<file path="config.mk">
export PLATFORM = sky130hd
export DESIGN_NAME = pair_keyed_lru_cache_flat
export DESIGN_NICKNAME = d
export VERILOG_FILES = /design/src/hdl/pklc_pkg.sv /design/src/hdl/pklc_req_if.sv /design/src/hdl/pklc_rsp_if.sv /design/src/hdl/pklc_ram.sv /design/src/hdl/pklc_ctrl.sv /design/src/hdl/pklc_dp.sv /design/src/hdl/pair_keyed_lru_cache.sv /design/src/flat_wrapper.sv
export SDC_FILE = /design/constraint.sdc
export NUM_CORES = 2
export LEC_CHECK = 0
export BUFFER_PORTS_ARGS = -buffer_cell sky130_fd_sc_hd__buf_2
export CAP_MARGIN = 10
export CORE_ASPECT_RATIO = 0.5
export CORE_UTILIZATION = 40
export DETAILED_ROUTE_END_ITERATION = 6
export SKIP_LAST_GASP = 1
export SLEW_MARGIN = 20
export SYNTH_ARGS = -nofsm -noshare
export SYNTH_HDL_FRONTEND = slang
export SYNTH_SLANG_ARGS = --single-unit
</file>
<file path="constraint.sdc">
create_clock -name i_clk -period 11.2 [get_ports i_clk]
set_input_delay 1.12 -clock i_clk [delete_from_list [all_inputs] [get_ports i_clk]]
set_output_delay 1.12 -clock i_clk [all_outputs]
set_load 0.05 [all_outputs]
</file>
<file path="src/hdl/pklc_pkg.sv">
// Package of the pair keyed LRU cache: sizes, widths and the command and
// status structs between the controller and the datapath.
// No dependencies.
`default_nettype none

package pklc_pkg;

    localparam int CAPACITY = 16;
    localparam int EVICT    = 4;
    localparam int ID_BITS  = 32;

    localparam int IN_ID_W = 32;
    localparam int AXIS_W  = 64;
    localparam int KEY_W   = (ID_BITS < IN_ID_W) ? ID_BITS : IN_ID_W;
    localparam int IDX_W   = $clog2(CAPACITY);
    localparam int CNT_W   = $clog2(CAPACITY + 1);
    localparam int REC_W   = IDX_W;
    localparam int PAY_W   = 3 * AXIS_W;
    localparam int KREC_W  = 2 * KEY_W;

    localparam logic CMD_LOOKUP = 1'b0;
    localparam logic CMD_STORE  = 1'b1;

    typedef struct packed {
        logic load_req;
        logic evict;
        logic scan_step;
        logic update;
        logic load_out;
    } t_dp_cmd;

    typedef struct packed {
        logic is_store;
        logic full;
        logic scan_done;
        logic out_free;
    } t_dp_sts;

endpackage

`default_nettype wire

</file>
<file path="src/hdl/pklc_req_if.sv">
// Request channel of the pair keyed LRU cache: handshake and access fields.
// Depends on pklc_pkg.
`default_nettype none

interface pklc_req_if import pklc_pkg::*; ();
    logic              valid;
    logic              ready;
    logic              command;
    logic [IN_ID_W-1:0] self_id;
    logic [IN_ID_W-1:0] other_id;
    logic [AXIS_W-1:0] axis_x;
    logic [AXIS_W-1:0] axis_y;
    logic [AXIS_W-1:0] axis_z;

    modport source (output valid, command, self_id, other_id, axis_x, axis_y, axis_z,
                    input ready);
    modport sink   (input valid, command, self_id, other_id, axis_x, axis_y, axis_z,
                    output ready);
endinterface

`default_nettype wire

</file>
<file path="src/hdl/pklc_rsp_if.sv">
// Response channel of the pair keyed LRU cache: handshake and result fields.
// Depends on pklc_pkg.
`default_nettype none

interface pklc_rsp_if import pklc_pkg::*; ();
    logic              valid;
    logic              ready;
    logic              found;
    logic [AXIS_W-1:0] hit_axis_x;
    logic [AXIS_W-1:0] hit_axis_y;
    logic [AXIS_W-1:0] hit_axis_z;

    modport source (output valid, found, hit_axis_x, hit_axis_y, hit_axis_z, input ready);
    modport sink   (input valid, found, hit_axis_x, hit_axis_y, hit_axis_z, output ready);
endinterface

`default_nettype wire

</file>
<file path="src/hdl/pklc_ram.sv">
// Generic simple dual port RAM with one write port and a registered read port.
// No dependencies.
`default_nettype none

module pklc_ram #(
    parameter int WIDTH = 8,
    parameter int DEPTH = 16
) (
    input  wire logic                     i_clk,
    input  wire logic                     i_we,
    input  wire logic [$clog2(DEPTH)-1:0] i_waddr,
    input  wire logic [WIDTH-1:0]         i_wdata,
    input  wire logic                     i_re,
    input  wire logic [$clog2(DEPTH)-1:0] i_raddr,
    output logic      [WIDTH-1:0]         o_rdata
);

    logic [WIDTH-1:0] r_mem [DEPTH];
    logic [WIDTH-1:0] r_rdata;

    always_ff @(posedge i_clk) begin
        if (i_we) begin
            r_mem[i_waddr] <= i_wdata;
        end
        if (i_re) begin
            r_rdata <= r_mem[i_raddr];
        end
    end

    assign o_rdata = r_rdata;

endmodule

`default_nettype wire

</file>
<file path="src/hdl/pklc_ctrl.sv">
// Controller of the pair keyed LRU cache: sequences accept, eviction, key scan,
// table update and result transfer. Depends on pklc_pkg.
`default_nettype none

module pklc_ctrl import pklc_pkg::*; (
    input  wire logic    i_clk,
    input  wire logic    i_rst_n,
    input  wire logic    i_in_valid,
    output logic         o_in_ready,
    input  wire t_dp_sts i_sts,
    output t_dp_cmd      o_cmd
);

    typedef enum logic [4:0] {
        S_IDLE   = 5'b00001,
        S_EVICT  = 5'b00010,
        S_SCAN   = 5'b00100,
        S_UPDATE = 5'b01000,
        S_DONE   = 5'b10000
    } t_state;

    t_state r_state;
    t_state n_state;

    always_comb begin
        n_state    = r_state;
        o_cmd      = '0;
        o_in_ready = 1'b0;
        case (r_state)
            S_IDLE: begin
                o_in_ready = 1'b1;
                if (i_in_valid) begin
                    o_cmd.load_req = 1'b1;
                    n_state        = S_EVICT;
                end
            end
            S_EVICT: begin
                o_cmd.evict = i_sts.is_store && i_sts.full;
                n_state     = S_SCAN;
            end
            S_SCAN: begin
                o_cmd.scan_step = 1'b1;
                if (i_sts.scan_done) begin
                    n_state = S_UPDATE;
                end
            end
            S_UPDATE: begin
                o_cmd.update = 1'b1;
                n_state      = S_DONE;
            end
            S_DONE: begin
                if (i_sts.out_free) begin
                    o_cmd.load_out = 1'b1;
                    n_state        = S_IDLE;
                end
            end
            default: begin
                n_state = S_IDLE;
            end
        endcase
    end

    always_ff @(posedge i_clk) begin
        if (!i_rst_n) begin
            r_state <= S_IDLE;
        end else begin
            r_state <= n_state;
        end
    end

endmodule

`default_nettype wire

</file>
<file path="src/hdl/pklc_dp.sv">
// Datapath of the pair keyed LRU cache: request registers, valid and recency
// flops, key and payload memories, scan logic and output register.
// Depends on pklc_pkg and pklc_ram.
`default_nettype none

module pklc_dp import pklc_pkg::*; (
    input  wire logic               i_clk,
    input  wire logic               i_rst_n,
    input  wire t_dp_cmd            i_cmd,
    output t_dp_sts                 o_sts,
    input  wire logic               i_command,
    input  wire logic [IN_ID_W-1:0] i_self_id,
    input  wire logic [IN_ID_W-1:0] i_other_id,
    input  wire logic [AXIS_W-1:0]  i_axis_x,
    input  wire logic [AXIS_W-1:0]  i_axis_y,
    input  wire logic [AXIS_W-1:0]  i_axis_z,
    input  wire logic               i_out_ready,
    output logic                    o_out_valid,
    output logic                    o_found,
    output logic      [AXIS_W-1:0]  o_hit_axis_x,
    output logic      [AXIS_W-1:0]  o_hit_axis_y,
    output logic      [AXIS_W-1:0]  o_hit_axis_z
);

    logic               r_is_store;
    logic [KEY_W-1:0]   r_lo;
    logic [KEY_W-1:0]   r_hi;
    logic [PAY_W-1:0]   r_axes;

    logic [CAPACITY-1:0] r_valid;
    logic [CAPACITY-1:0] n_valid;
    logic [REC_W-1:0]    r_rec [CAPACITY];
    logic [REC_W-1:0]    n_rec [CAPACITY];
    logic [CNT_W-1:0]    r_count;
    logic [CNT_W-1:0]    n_count;

    logic [CNT_W-1:0] r_scan_cnt;
    logic             r_cmp_en;
    logic [IDX_W-1:0] r_cmp_idx;
    logic             r_hit;
    logic [IDX_W-1:0] r_slot;

    logic             r_out_valid;
    logic             r_found;
    logic [PAY_W-1:0] r_out_axes;

    logic [KEY_W-1:0]  id_a;
    logic [KEY_W-1:0]  id_b;
    logic              scan_issue;
    logic [IDX_W-1:0]  scan_addr;
    logic [KREC_W-1:0] key_rdata;
    logic              key_match;
    logic [IDX_W-1:0]  free_idx;
    logic [CNT_W-1:0]  keep;
    logic [REC_W-1:0]  touch_rank;
    logic              key_we;
    logic              pay_we;
    logic              pay_re;
    logic [IDX_W-1:0]  pay_waddr;
    logic [PAY_W-1:0]  pay_rdata;

    assign id_a       = i_self_id[KEY_W-1:0];
    assign id_b       = i_other_id[KEY_W-1:0];
    assign scan_issue = i_cmd.scan_step && (r_scan_cnt != CNT_W'(CAPACITY));
    assign scan_addr  = r_scan_cnt[IDX_W-1:0];
    assign key_match  = r_cmp_en && r_valid[r_cmp_idx] && (key_rdata == {r_lo, r_hi});

    always_comb begin
        free_idx = '0;
        for (int i = CAPACITY - 1; i >= 0; i--) begin
            if (!r_valid[i]) begin
                free_idx = IDX_W'(i);
            end
        end
    end

    always_comb begin
        n_valid    = r_valid;
        n_rec      = r_rec;
        n_count    = r_count;
        keep       = '0;
        touch_rank = r_rec[r_slot];
        key_we     = 1'b0;
        pay_we     = 1'b0;
        pay_re     = 1'b0;
        pay_waddr  = r_slot;
        if (i_cmd.evict) begin
            if (32'(r_count) < EVICT) begin
                n_valid = '0;
                n_count = '0;
            end else begin
                keep = r_count - CNT_W'(EVICT);
                for (int i = 0; i < CAPACITY; i++) begin
                    if (r_valid[i] && (CNT_W'(r_rec[i]) >= keep)) begin
                        n_valid[i] = 1'b0;
                    end
                end
                n_count = keep;
            end
        end
        if (i_cmd.update) begin
            if (r_hit) begin
                for (int i = 0; i < CAPACITY; i++) begin
                    if (r_valid[i] && (r_rec[i] < touch_rank)) begin
                        n_rec[i] = r_rec[i] + 1'b1;
                    end
                end
                n_rec[r_slot] = '0;
                pay_re        = !r_is_store;
                pay_we        = r_is_store;
            end else if (r_is_store) begin
                for (int i = 0; i < CAPACITY; i++) begin
                    if (r_valid[i]) begin
                        n_rec[i] = r_rec[i] + 1'b1;
                    end
                end
                n_valid[free_idx] = 1'b1;
                n_rec[free_idx]   = '0;
                n_count           = r_count + 1'b1;
                key_we            = 1'b1;
                pay_we            = 1'b1;
                pay_waddr         = free_idx;
            end
        end
    end

    pklc_ram #(
        .WIDTH(KREC_W),
        .DEPTH(CAPACITY)
    ) u_key_ram (
        .i_clk  (i_clk),
        .i_we   (key_we),
        .i_waddr(free_idx),
        .i_wdata({r_lo, r_hi}),
        .i_re   (scan_issue),
        .i_raddr(scan_addr),
        .o_rdata(key_rdata)
    );

    pklc_ram #(
        .WIDTH(PAY_W),
        .DEPTH(CAPACITY)
    ) u_pay_ram (
        .i_clk  (i_clk),
        .i_we   (pay_we),
        .i_waddr(pay_waddr),
        .i_wdata(r_axes),
        .i_re   (pay_re),
        .i_raddr(r_slot),
        .o_rdata(pay_rdata)
    );

    always_ff @(posedge i_clk) begin
        if (i_cmd.load_req) begin
            r_lo   <= (id_a < id_b) ? id_a : id_b;
            r_hi   <= (id_a < id_b) ? id_b : id_a;
            r_axes <= {i_axis_x, i_axis_y, i_axis_z};
        end
        if (key_match && i_cmd.scan_step) begin
            r_slot <= r_cmp_idx;
        end
        if (scan_issue) begin
            r_cmp_idx <= scan_addr;
        end
        r_rec <= n_rec;
        if (i_cmd.load_out) begin
            r_found    <= !r_is_store && r_hit;
            r_out_axes <= (!r_is_store && r_hit) ? pay_rdata : '0;
        end
    end

    always_ff @(posedge i_clk) begin
        if (!i_rst_n) begin
            r_is_store  <= CMD_LOOKUP;
            r_valid     <= '0;
            r_count     <= '0;
            r_scan_cnt  <= '0;
            r_cmp_en    <= 1'b0;
            r_hit       <= 1'b0;
            r_out_valid <= 1'b0;
        end else begin
            r_valid <= n_valid;
            r_count <= n_count;
            if (i_cmd.load_req) begin
                r_is_store <= (i_command == CMD_STORE);
                r_scan_cnt <= '0;
                r_cmp_en   <= 1'b0;
                r_hit      <= 1'b0;
            end else if (i_cmd.scan_step) begin
                r_cmp_en <= scan_issue;
                if (scan_issue) begin
                    r_scan_cnt <= r_scan_cnt + 1'b1;
                end
                if (key_match) begin
                    r_hit <= 1'b1;
                end
            end
            if (i_cmd.load_out) begin
                r_out_valid <= 1'b1;
            end else if (i_out_ready) begin
                r_out_valid <= 1'b0;
            end
        end
    end

    assign o_sts.is_store  = r_is_store;
    assign o_sts.full      = (r_count >= CNT_W'(CAPACITY));
    assign o_sts.scan_done = (r_scan_cnt == CNT_W'(CAPACITY));
    assign o_sts.out_free  = !r_out_valid || i_out_ready;

    assign o_out_valid  = r_out_valid;
    assign o_found      = r_found;
    assign o_hit_axis_x = r_out_axes[3*AXIS_W-1:2*AXIS_W];
    assign o_hit_axis_y = r_out_axes[2*AXIS_W-1:AXIS_W];
    assign o_hit_axis_z = r_out_axes[AXIS_W-1:0];

    a_count_matches_valid: assert property (@(posedge i_clk) disable iff (!i_rst_n)
        32'(r_count) == $countones(r_valid))
        else $error("Entry count differs from the number of valid entries.");

    a_hit_slot_valid: assert property (@(posedge i_clk) disable iff (!i_rst_n)
        r_hit |-> r_valid[r_slot])
        else $error("Recorded hit points at an invalid entry.");

    a_insert_has_room: assert property (@(posedge i_clk) disable iff (!i_rst_n)
        (i_cmd.update && r_is_store && !r_hit) |-> !(&r_valid))
        else $error("Insert found no free entry.");

    a_store_leaves_entry: assert property (@(posedge i_clk) disable iff (!i_rst_n)
        (i_cmd.update && r_is_store) |=> (r_count != '0))
        else $error("Table is empty after a store.");

endmodule

`default_nettype wire

</file>
<file path="src/hdl/pair_keyed_lru_cache.sv">
// Top level of the pair keyed LRU cache: joins controller and datapath to the
// request and response channels. Depends on pklc_pkg, the channel interfaces,
// pklc_ctrl and pklc_dp.
//
// The cache holds CAPACITY entries keyed by the sorted pair of two ids and
// serves one access at a time. After the request transfer the access passes
// through an eviction step, a key scan that reads the keys from the key memory
// one entry per cycle through its registered read port, an update step and
// the load of the output register. A new request is taken once the previous
// one has its result in the output register, even if that result has not been
// transferred yet; a stalled response then holds the next access in its
// output cycle. A store to a full table first drops its EVICT least recent
// entries, or empties it if it holds fewer than EVICT.
`default_nettype none

module pair_keyed_lru_cache import pklc_pkg::*; (
    input  wire logic  i_clk,
    input  wire logic  i_rst_n,
    pklc_req_if.sink   i_req,
    pklc_rsp_if.source o_rsp
);

    t_dp_cmd dp_cmd;
    t_dp_sts dp_sts;

    pklc_ctrl u_ctrl (
        .i_clk     (i_clk),
        .i_rst_n   (i_rst_n),
        .i_in_valid(i_req.valid),
        .o_in_ready(i_req.ready),
        .i_sts     (dp_sts),
        .o_cmd     (dp_cmd)
    );

    pklc_dp u_dp (
        .i_clk       (i_clk),
        .i_rst_n     (i_rst_n),
        .i_cmd       (dp_cmd),
        .o_sts       (dp_sts),
        .i_command   (i_req.command),
        .i_self_id   (i_req.self_id),
        .i_other_id  (i_req.other_id),
        .i_axis_x    (i_req.axis_x),
        .i_axis_y    (i_req.axis_y),
        .i_axis_z    (i_req.axis_z),
        .i_out_ready (o_rsp.ready),
        .o_out_valid (o_rsp.valid),
        .o_found     (o_rsp.found),
        .o_hit_axis_x(o_rsp.hit_axis_x),
        .o_hit_axis_y(o_rsp.hit_axis_y),
        .o_hit_axis_z(o_rsp.hit_axis_z)
    );

endmodule

`default_nettype wire
</file>
<file path="src/flat_wrapper.sv">
// flat-port wrapper written by rule: the top's interface ports become plain ports
module pair_keyed_lru_cache_flat import pklc_pkg::*;
  (i_clk, i_rst_n, i_req_valid, i_req_command, i_req_self_id, i_req_other_id, i_req_axis_x, i_req_axis_y, i_req_axis_z, i_req_ready, o_rsp_valid, o_rsp_found, o_rsp_hit_axis_x, o_rsp_hit_axis_y, o_rsp_hit_axis_z, o_rsp_ready);
  pklc_req_if i_req_i ();
  pklc_rsp_if o_rsp_i ();
  input  wire logic i_clk;
  input  wire logic i_rst_n;
  input wire logic [$bits(i_req_i.valid)-1:0] i_req_valid;
  input wire logic [$bits(i_req_i.command)-1:0] i_req_command;
  input wire logic [$bits(i_req_i.self_id)-1:0] i_req_self_id;
  input wire logic [$bits(i_req_i.other_id)-1:0] i_req_other_id;
  input wire logic [$bits(i_req_i.axis_x)-1:0] i_req_axis_x;
  input wire logic [$bits(i_req_i.axis_y)-1:0] i_req_axis_y;
  input wire logic [$bits(i_req_i.axis_z)-1:0] i_req_axis_z;
  output wire logic [$bits(i_req_i.ready)-1:0] i_req_ready;
  output wire logic [$bits(o_rsp_i.valid)-1:0] o_rsp_valid;
  output wire logic [$bits(o_rsp_i.found)-1:0] o_rsp_found;
  output wire logic [$bits(o_rsp_i.hit_axis_x)-1:0] o_rsp_hit_axis_x;
  output wire logic [$bits(o_rsp_i.hit_axis_y)-1:0] o_rsp_hit_axis_y;
  output wire logic [$bits(o_rsp_i.hit_axis_z)-1:0] o_rsp_hit_axis_z;
  input wire logic [$bits(o_rsp_i.ready)-1:0] o_rsp_ready;
  assign i_req_i.valid = i_req_valid;
  assign i_req_i.command = i_req_command;
  assign i_req_i.self_id = i_req_self_id;
  assign i_req_i.other_id = i_req_other_id;
  assign i_req_i.axis_x = i_req_axis_x;
  assign i_req_i.axis_y = i_req_axis_y;
  assign i_req_i.axis_z = i_req_axis_z;
  assign i_req_ready = i_req_i.ready;
  assign o_rsp_valid = o_rsp_i.valid;
  assign o_rsp_found = o_rsp_i.found;
  assign o_rsp_hit_axis_x = o_rsp_i.hit_axis_x;
  assign o_rsp_hit_axis_y = o_rsp_i.hit_axis_y;
  assign o_rsp_hit_axis_z = o_rsp_i.hit_axis_z;
  assign o_rsp_i.ready = o_rsp_ready;
  pair_keyed_lru_cache u_core (.i_clk(i_clk), .i_rst_n(i_rst_n), .i_req(i_req_i), .o_rsp(o_rsp_i));
endmodule
</file>
==> run summary <==
Mapped Cells -> 7880
buffer and inverter count on the worst path -> 3
most frequent cells in the layout -> edfxtp_1, mux4_2, buf_2
Startpoint Class -> register
antenna violations before repair -> 42
Starting Density -> 40.2%
fin. max-slew vios -> 0
Crit path top cell by count -> a31oi_1
ranking of synthesized cells by area -> edfxtp_1, mux4_2, ha_1, and2_1, clkbuf_1
Final Hold Fails -> 0
Final Setup Violations -> 0
mean post-synth cell area -> 23.7 um^2
DRC viols -> 0
io pins -> 456
Top delay family on crit path -> buffers and inverters
cell area after synthesis -> 187000 um^2
Crit Reg-Reg Endpoint -> u_core.u_dp.u_pay_ram.r_mem[3][161]
H-tree levels -> 5
Synth Net Count -> 8305
complex-gate fraction of the synthesized area -> 1.32%
HP Start -> i_req_axis_x[47]
total CTS buffers -> 430
worst vdd ir -> 0.126 mV
Int Pwr -> 28.7 mW
flop2flop setup slack -> 5.67 ns
routed vias -> 84600
Post-Synth Simple-Gate Area -> 1.63%
Worst Skew -> 0.0878 ns
clock transition at the registers of the reported paths -> 0.07 ns
MaxCap Viol Count -> 0
critical path cell sequence -> a31oi_1 > o311ai_1 > a31oi_1 > or3_1 > nor2_1 > a31oi_1 > nor2_4 > buf_4 > buf_12 > buf_4
synth unique cells -> 77
DIE HEIGHT -> 485 um
Net Sw Frac -> 20.1%
leading cell type in the layout, fill and taps excluded -> edfxtp_1
Core Area -> 465000 um^2
Synthesis Warnings -> 0
WL/cell -> 29.7 um
sequential fraction of the synthesis area -> 78.6%
# port buffers -> 455
slowest library cell on the worst path -> buf_4
Post-CTS Resized -> 0
Post-Synth Adder-Cell Area -> 1.10%
Post-DRT Antenna Nets -> 0
DR iter-0 viols -> 8611
global route total overflow -> 0
post-CTS setup buffer count -> 0
TNS Setup -> 0 ns
asr flop ratio synth -> 0%
critical path class -> register to register
Tcrit/Tclk final -> 49.3%
Routed WL -> 451000 um
Hold Crit Class -> primary input to register
Root Driver -> clkbuf_16
PD cells -> 170 nW/um^2
nature of the critical path endpoint -> register
GRT Util Overall -> 18.9%
largest net degree at the start of global routing -> 108
maximum net fanout on the critical path -> 85
RSZ-0062 raised after global routing -> no
clock sinks -> 4908
die width -> 969 um
status -> finished, final reports clean
largest family of logic cells by synthesized area -> multiplexers
clock share of power -> 41.3%
post-synthesis mux area share -> 16.1%
CTS Hold Bufs -> 0
Worst Tran Pin Value -> 1.15 ns
CTS tree -> built
layout cell share with drive strength beyond 1 -> 29.7%
Synth Flop Type -> edfxtp_1
Comb pwr share -> 0.8%
vias in the first global route -> 87300
Row Count -> 177
Design Power -> 35.9 mW
number of synthesized flops with an enable pin -> 4873
switching power -> 7.23 mW
Yosys reg bits -> 4908
sequential power share -> 57.9%
Via density -> 5.55
Leak Pwr -> 66.6 nW
fmax -> 0.181 GHz
minimum hold slack -> 0.299 ns
Max-Slew Margin vs Limit -> 23.1%
Skew-Pair Late Insertion Delay -> 0.99 ns
Worst Path Arrival -> 6.05 ns
min cycle time layout -> 5.53 ns
post-synth top area share -> 78.3%
origin of the critical flop-to-flop path -> u_core.u_dp.r_valid[13]
gpl congestion -> 0.812
FF-to-FF path depth -> 10
Synth Area in XOR/XNOR -> 0.267%
sink of the worst hold path -> u_core.u_dp.r_axes[175]
crit-path max cell delay -> 0.86 ns
Nets -> 9025
Synth area leader -> edfxtp_1
worst endpoint required time -> 11.73 ns
final HPWL from detailed placement -> 240000 um
Clock Path Buffers -> 4
die area -> 470000 um^2
hold depth -> 1
first-pass GRT wire length -> 644000 um
area grow syn2layout -> 13.1%
DR pass1 iterations -> 6
-- state kept, by name, indices dropped and copies added, names as in the netlist, 16 cells and up --
register	flops
u_core.u_dp.r_valid	16
u_core.u_dp.r_rec	64
u_core.u_dp.u_key_ram.o_rdata	64
u_core.u_dp.u_key_ram.r_mem	1024
u_core.u_dp.r_lo	32
u_core.u_dp.r_out_axes	192
u_core.u_dp.u_pay_ram.r_mem	3072
u_core.u_dp.r_axes	192
u_core.u_dp.r_hi	32
u_core.u_dp.u_pay_ram.o_rdata	192
-- routing by layer --
layer | track usage [%] | vias to the layer above | wire length [um] | part of all wire (%)
met1 | 25.7 | 46400 | 186000 | 41
met4 | 4.22 | 26 | 9800 | 2.2
met2 | 32.8 | 2568 | 232000 | 51
met5 | 0 | - | 162 | 0.036
li1 | - | 35000 | - | -
met3 | 2.28 | 622 | 22900 | 5.1
-- worst reg2reg max path, delay by kind of cell (launching register included) --
| family | cells | cell delay [ns] |
|---|---|---|
| flip-flops | 1 | 0.50 |
| AND/OR/NAND/NOR | 3 | 1.02 |
| AO/OA/AOI/OAI | 4 | 1.20 |
| buffers and inverters | 3 | 2.39 |
-- Yosys cell counts, drive strengths merged (20+ instances only) --
cell type / count
a21o: 43
a21oi: 66
and2: 199
buf: 125
clkbuf: 219
dfxtp: 35
edfxtp: 4873
ha: 164
inv: 97
mux2: 68
mux4: 1304
nand2: 80
nand2b: 30
nand3: 32
nor2: 120
nor2b: 20
o21a: 33
o21ai: 85
xor2: 38
-- logic make-up after synthesis --
logic type                 count (synthesis)
AOI/OAI and AO/OA                        363
xor gates and xnor gates                  57
adders and majority gates                164
buffers and inverters                    441
DFF                                     4908
muxes                                   1374
and+or+nand+nor                          573
-- how the worst max path moves through the flow --
stage | cells past startpoint | to | startpoint
final | 10 | u_core.u_dp.u_pay_ram.r_mem[3][161] | u_core.u_dp.r_valid[13]
after global routing | 11 | u_core.u_dp.u_pay_ram.r_mem[0][79] | u_core.u_dp.r_valid[14]
after CTS | 11 | u_core.u_dp.u_pay_ram.r_mem[0][79] | u_core.u_dp.r_valid[14]
after detailed placement | 11 | u_core.u_dp.u_pay_ram.r_mem[0][4] | u_core.u_dp.r_valid[14]
after global placement | 6 | u_core.u_dp.u_pay_ram.o_rdata[109] | u_core.u_dp.r_slot[0]
after floorplan | 10 | u_core.u_dp.u_pay_ram.r_mem[7][0] | u_core.u_dp.r_valid[14]
-- stage by stage --
stage                     std cells  setup WS (ns)  instance area [um^2]  utilization, %
after global routing          15200           5.32                211000            45.4
after global placement        14400           5.72                198000            42.5
after detailed placement      14400           5.62                198000            42.5
final                         15200           5.67                211000            45.4
after floorplan                7880          0.568                187000               -
after CTS                     15200           5.62                211000            45.4
-- power by group through the flow --
stage	sequential [mW]	clock, mW	combinational (mW)
after floorplan	21.0	0	0.122
final	20.8	14.8	0.284
after global placement	21.1	0	0.291
after CTS	20.8	15.1	0.295
after global routing	20.8	15.8	0.302
after detailed placement	21.2	0	0.294
-- final cells by class --
type	instances	area (um^2)
tap	6265	7840
antenna	12	30.0
multi-input combinational	2531	38500
inverter	97	372
clock inverter	251	2550
clock buffer	528	11200
timing repair buffer	632	3810
fill	38400	254000
sequential	4908	147000
No activity file was read; power rests on OpenSTA's default activity.
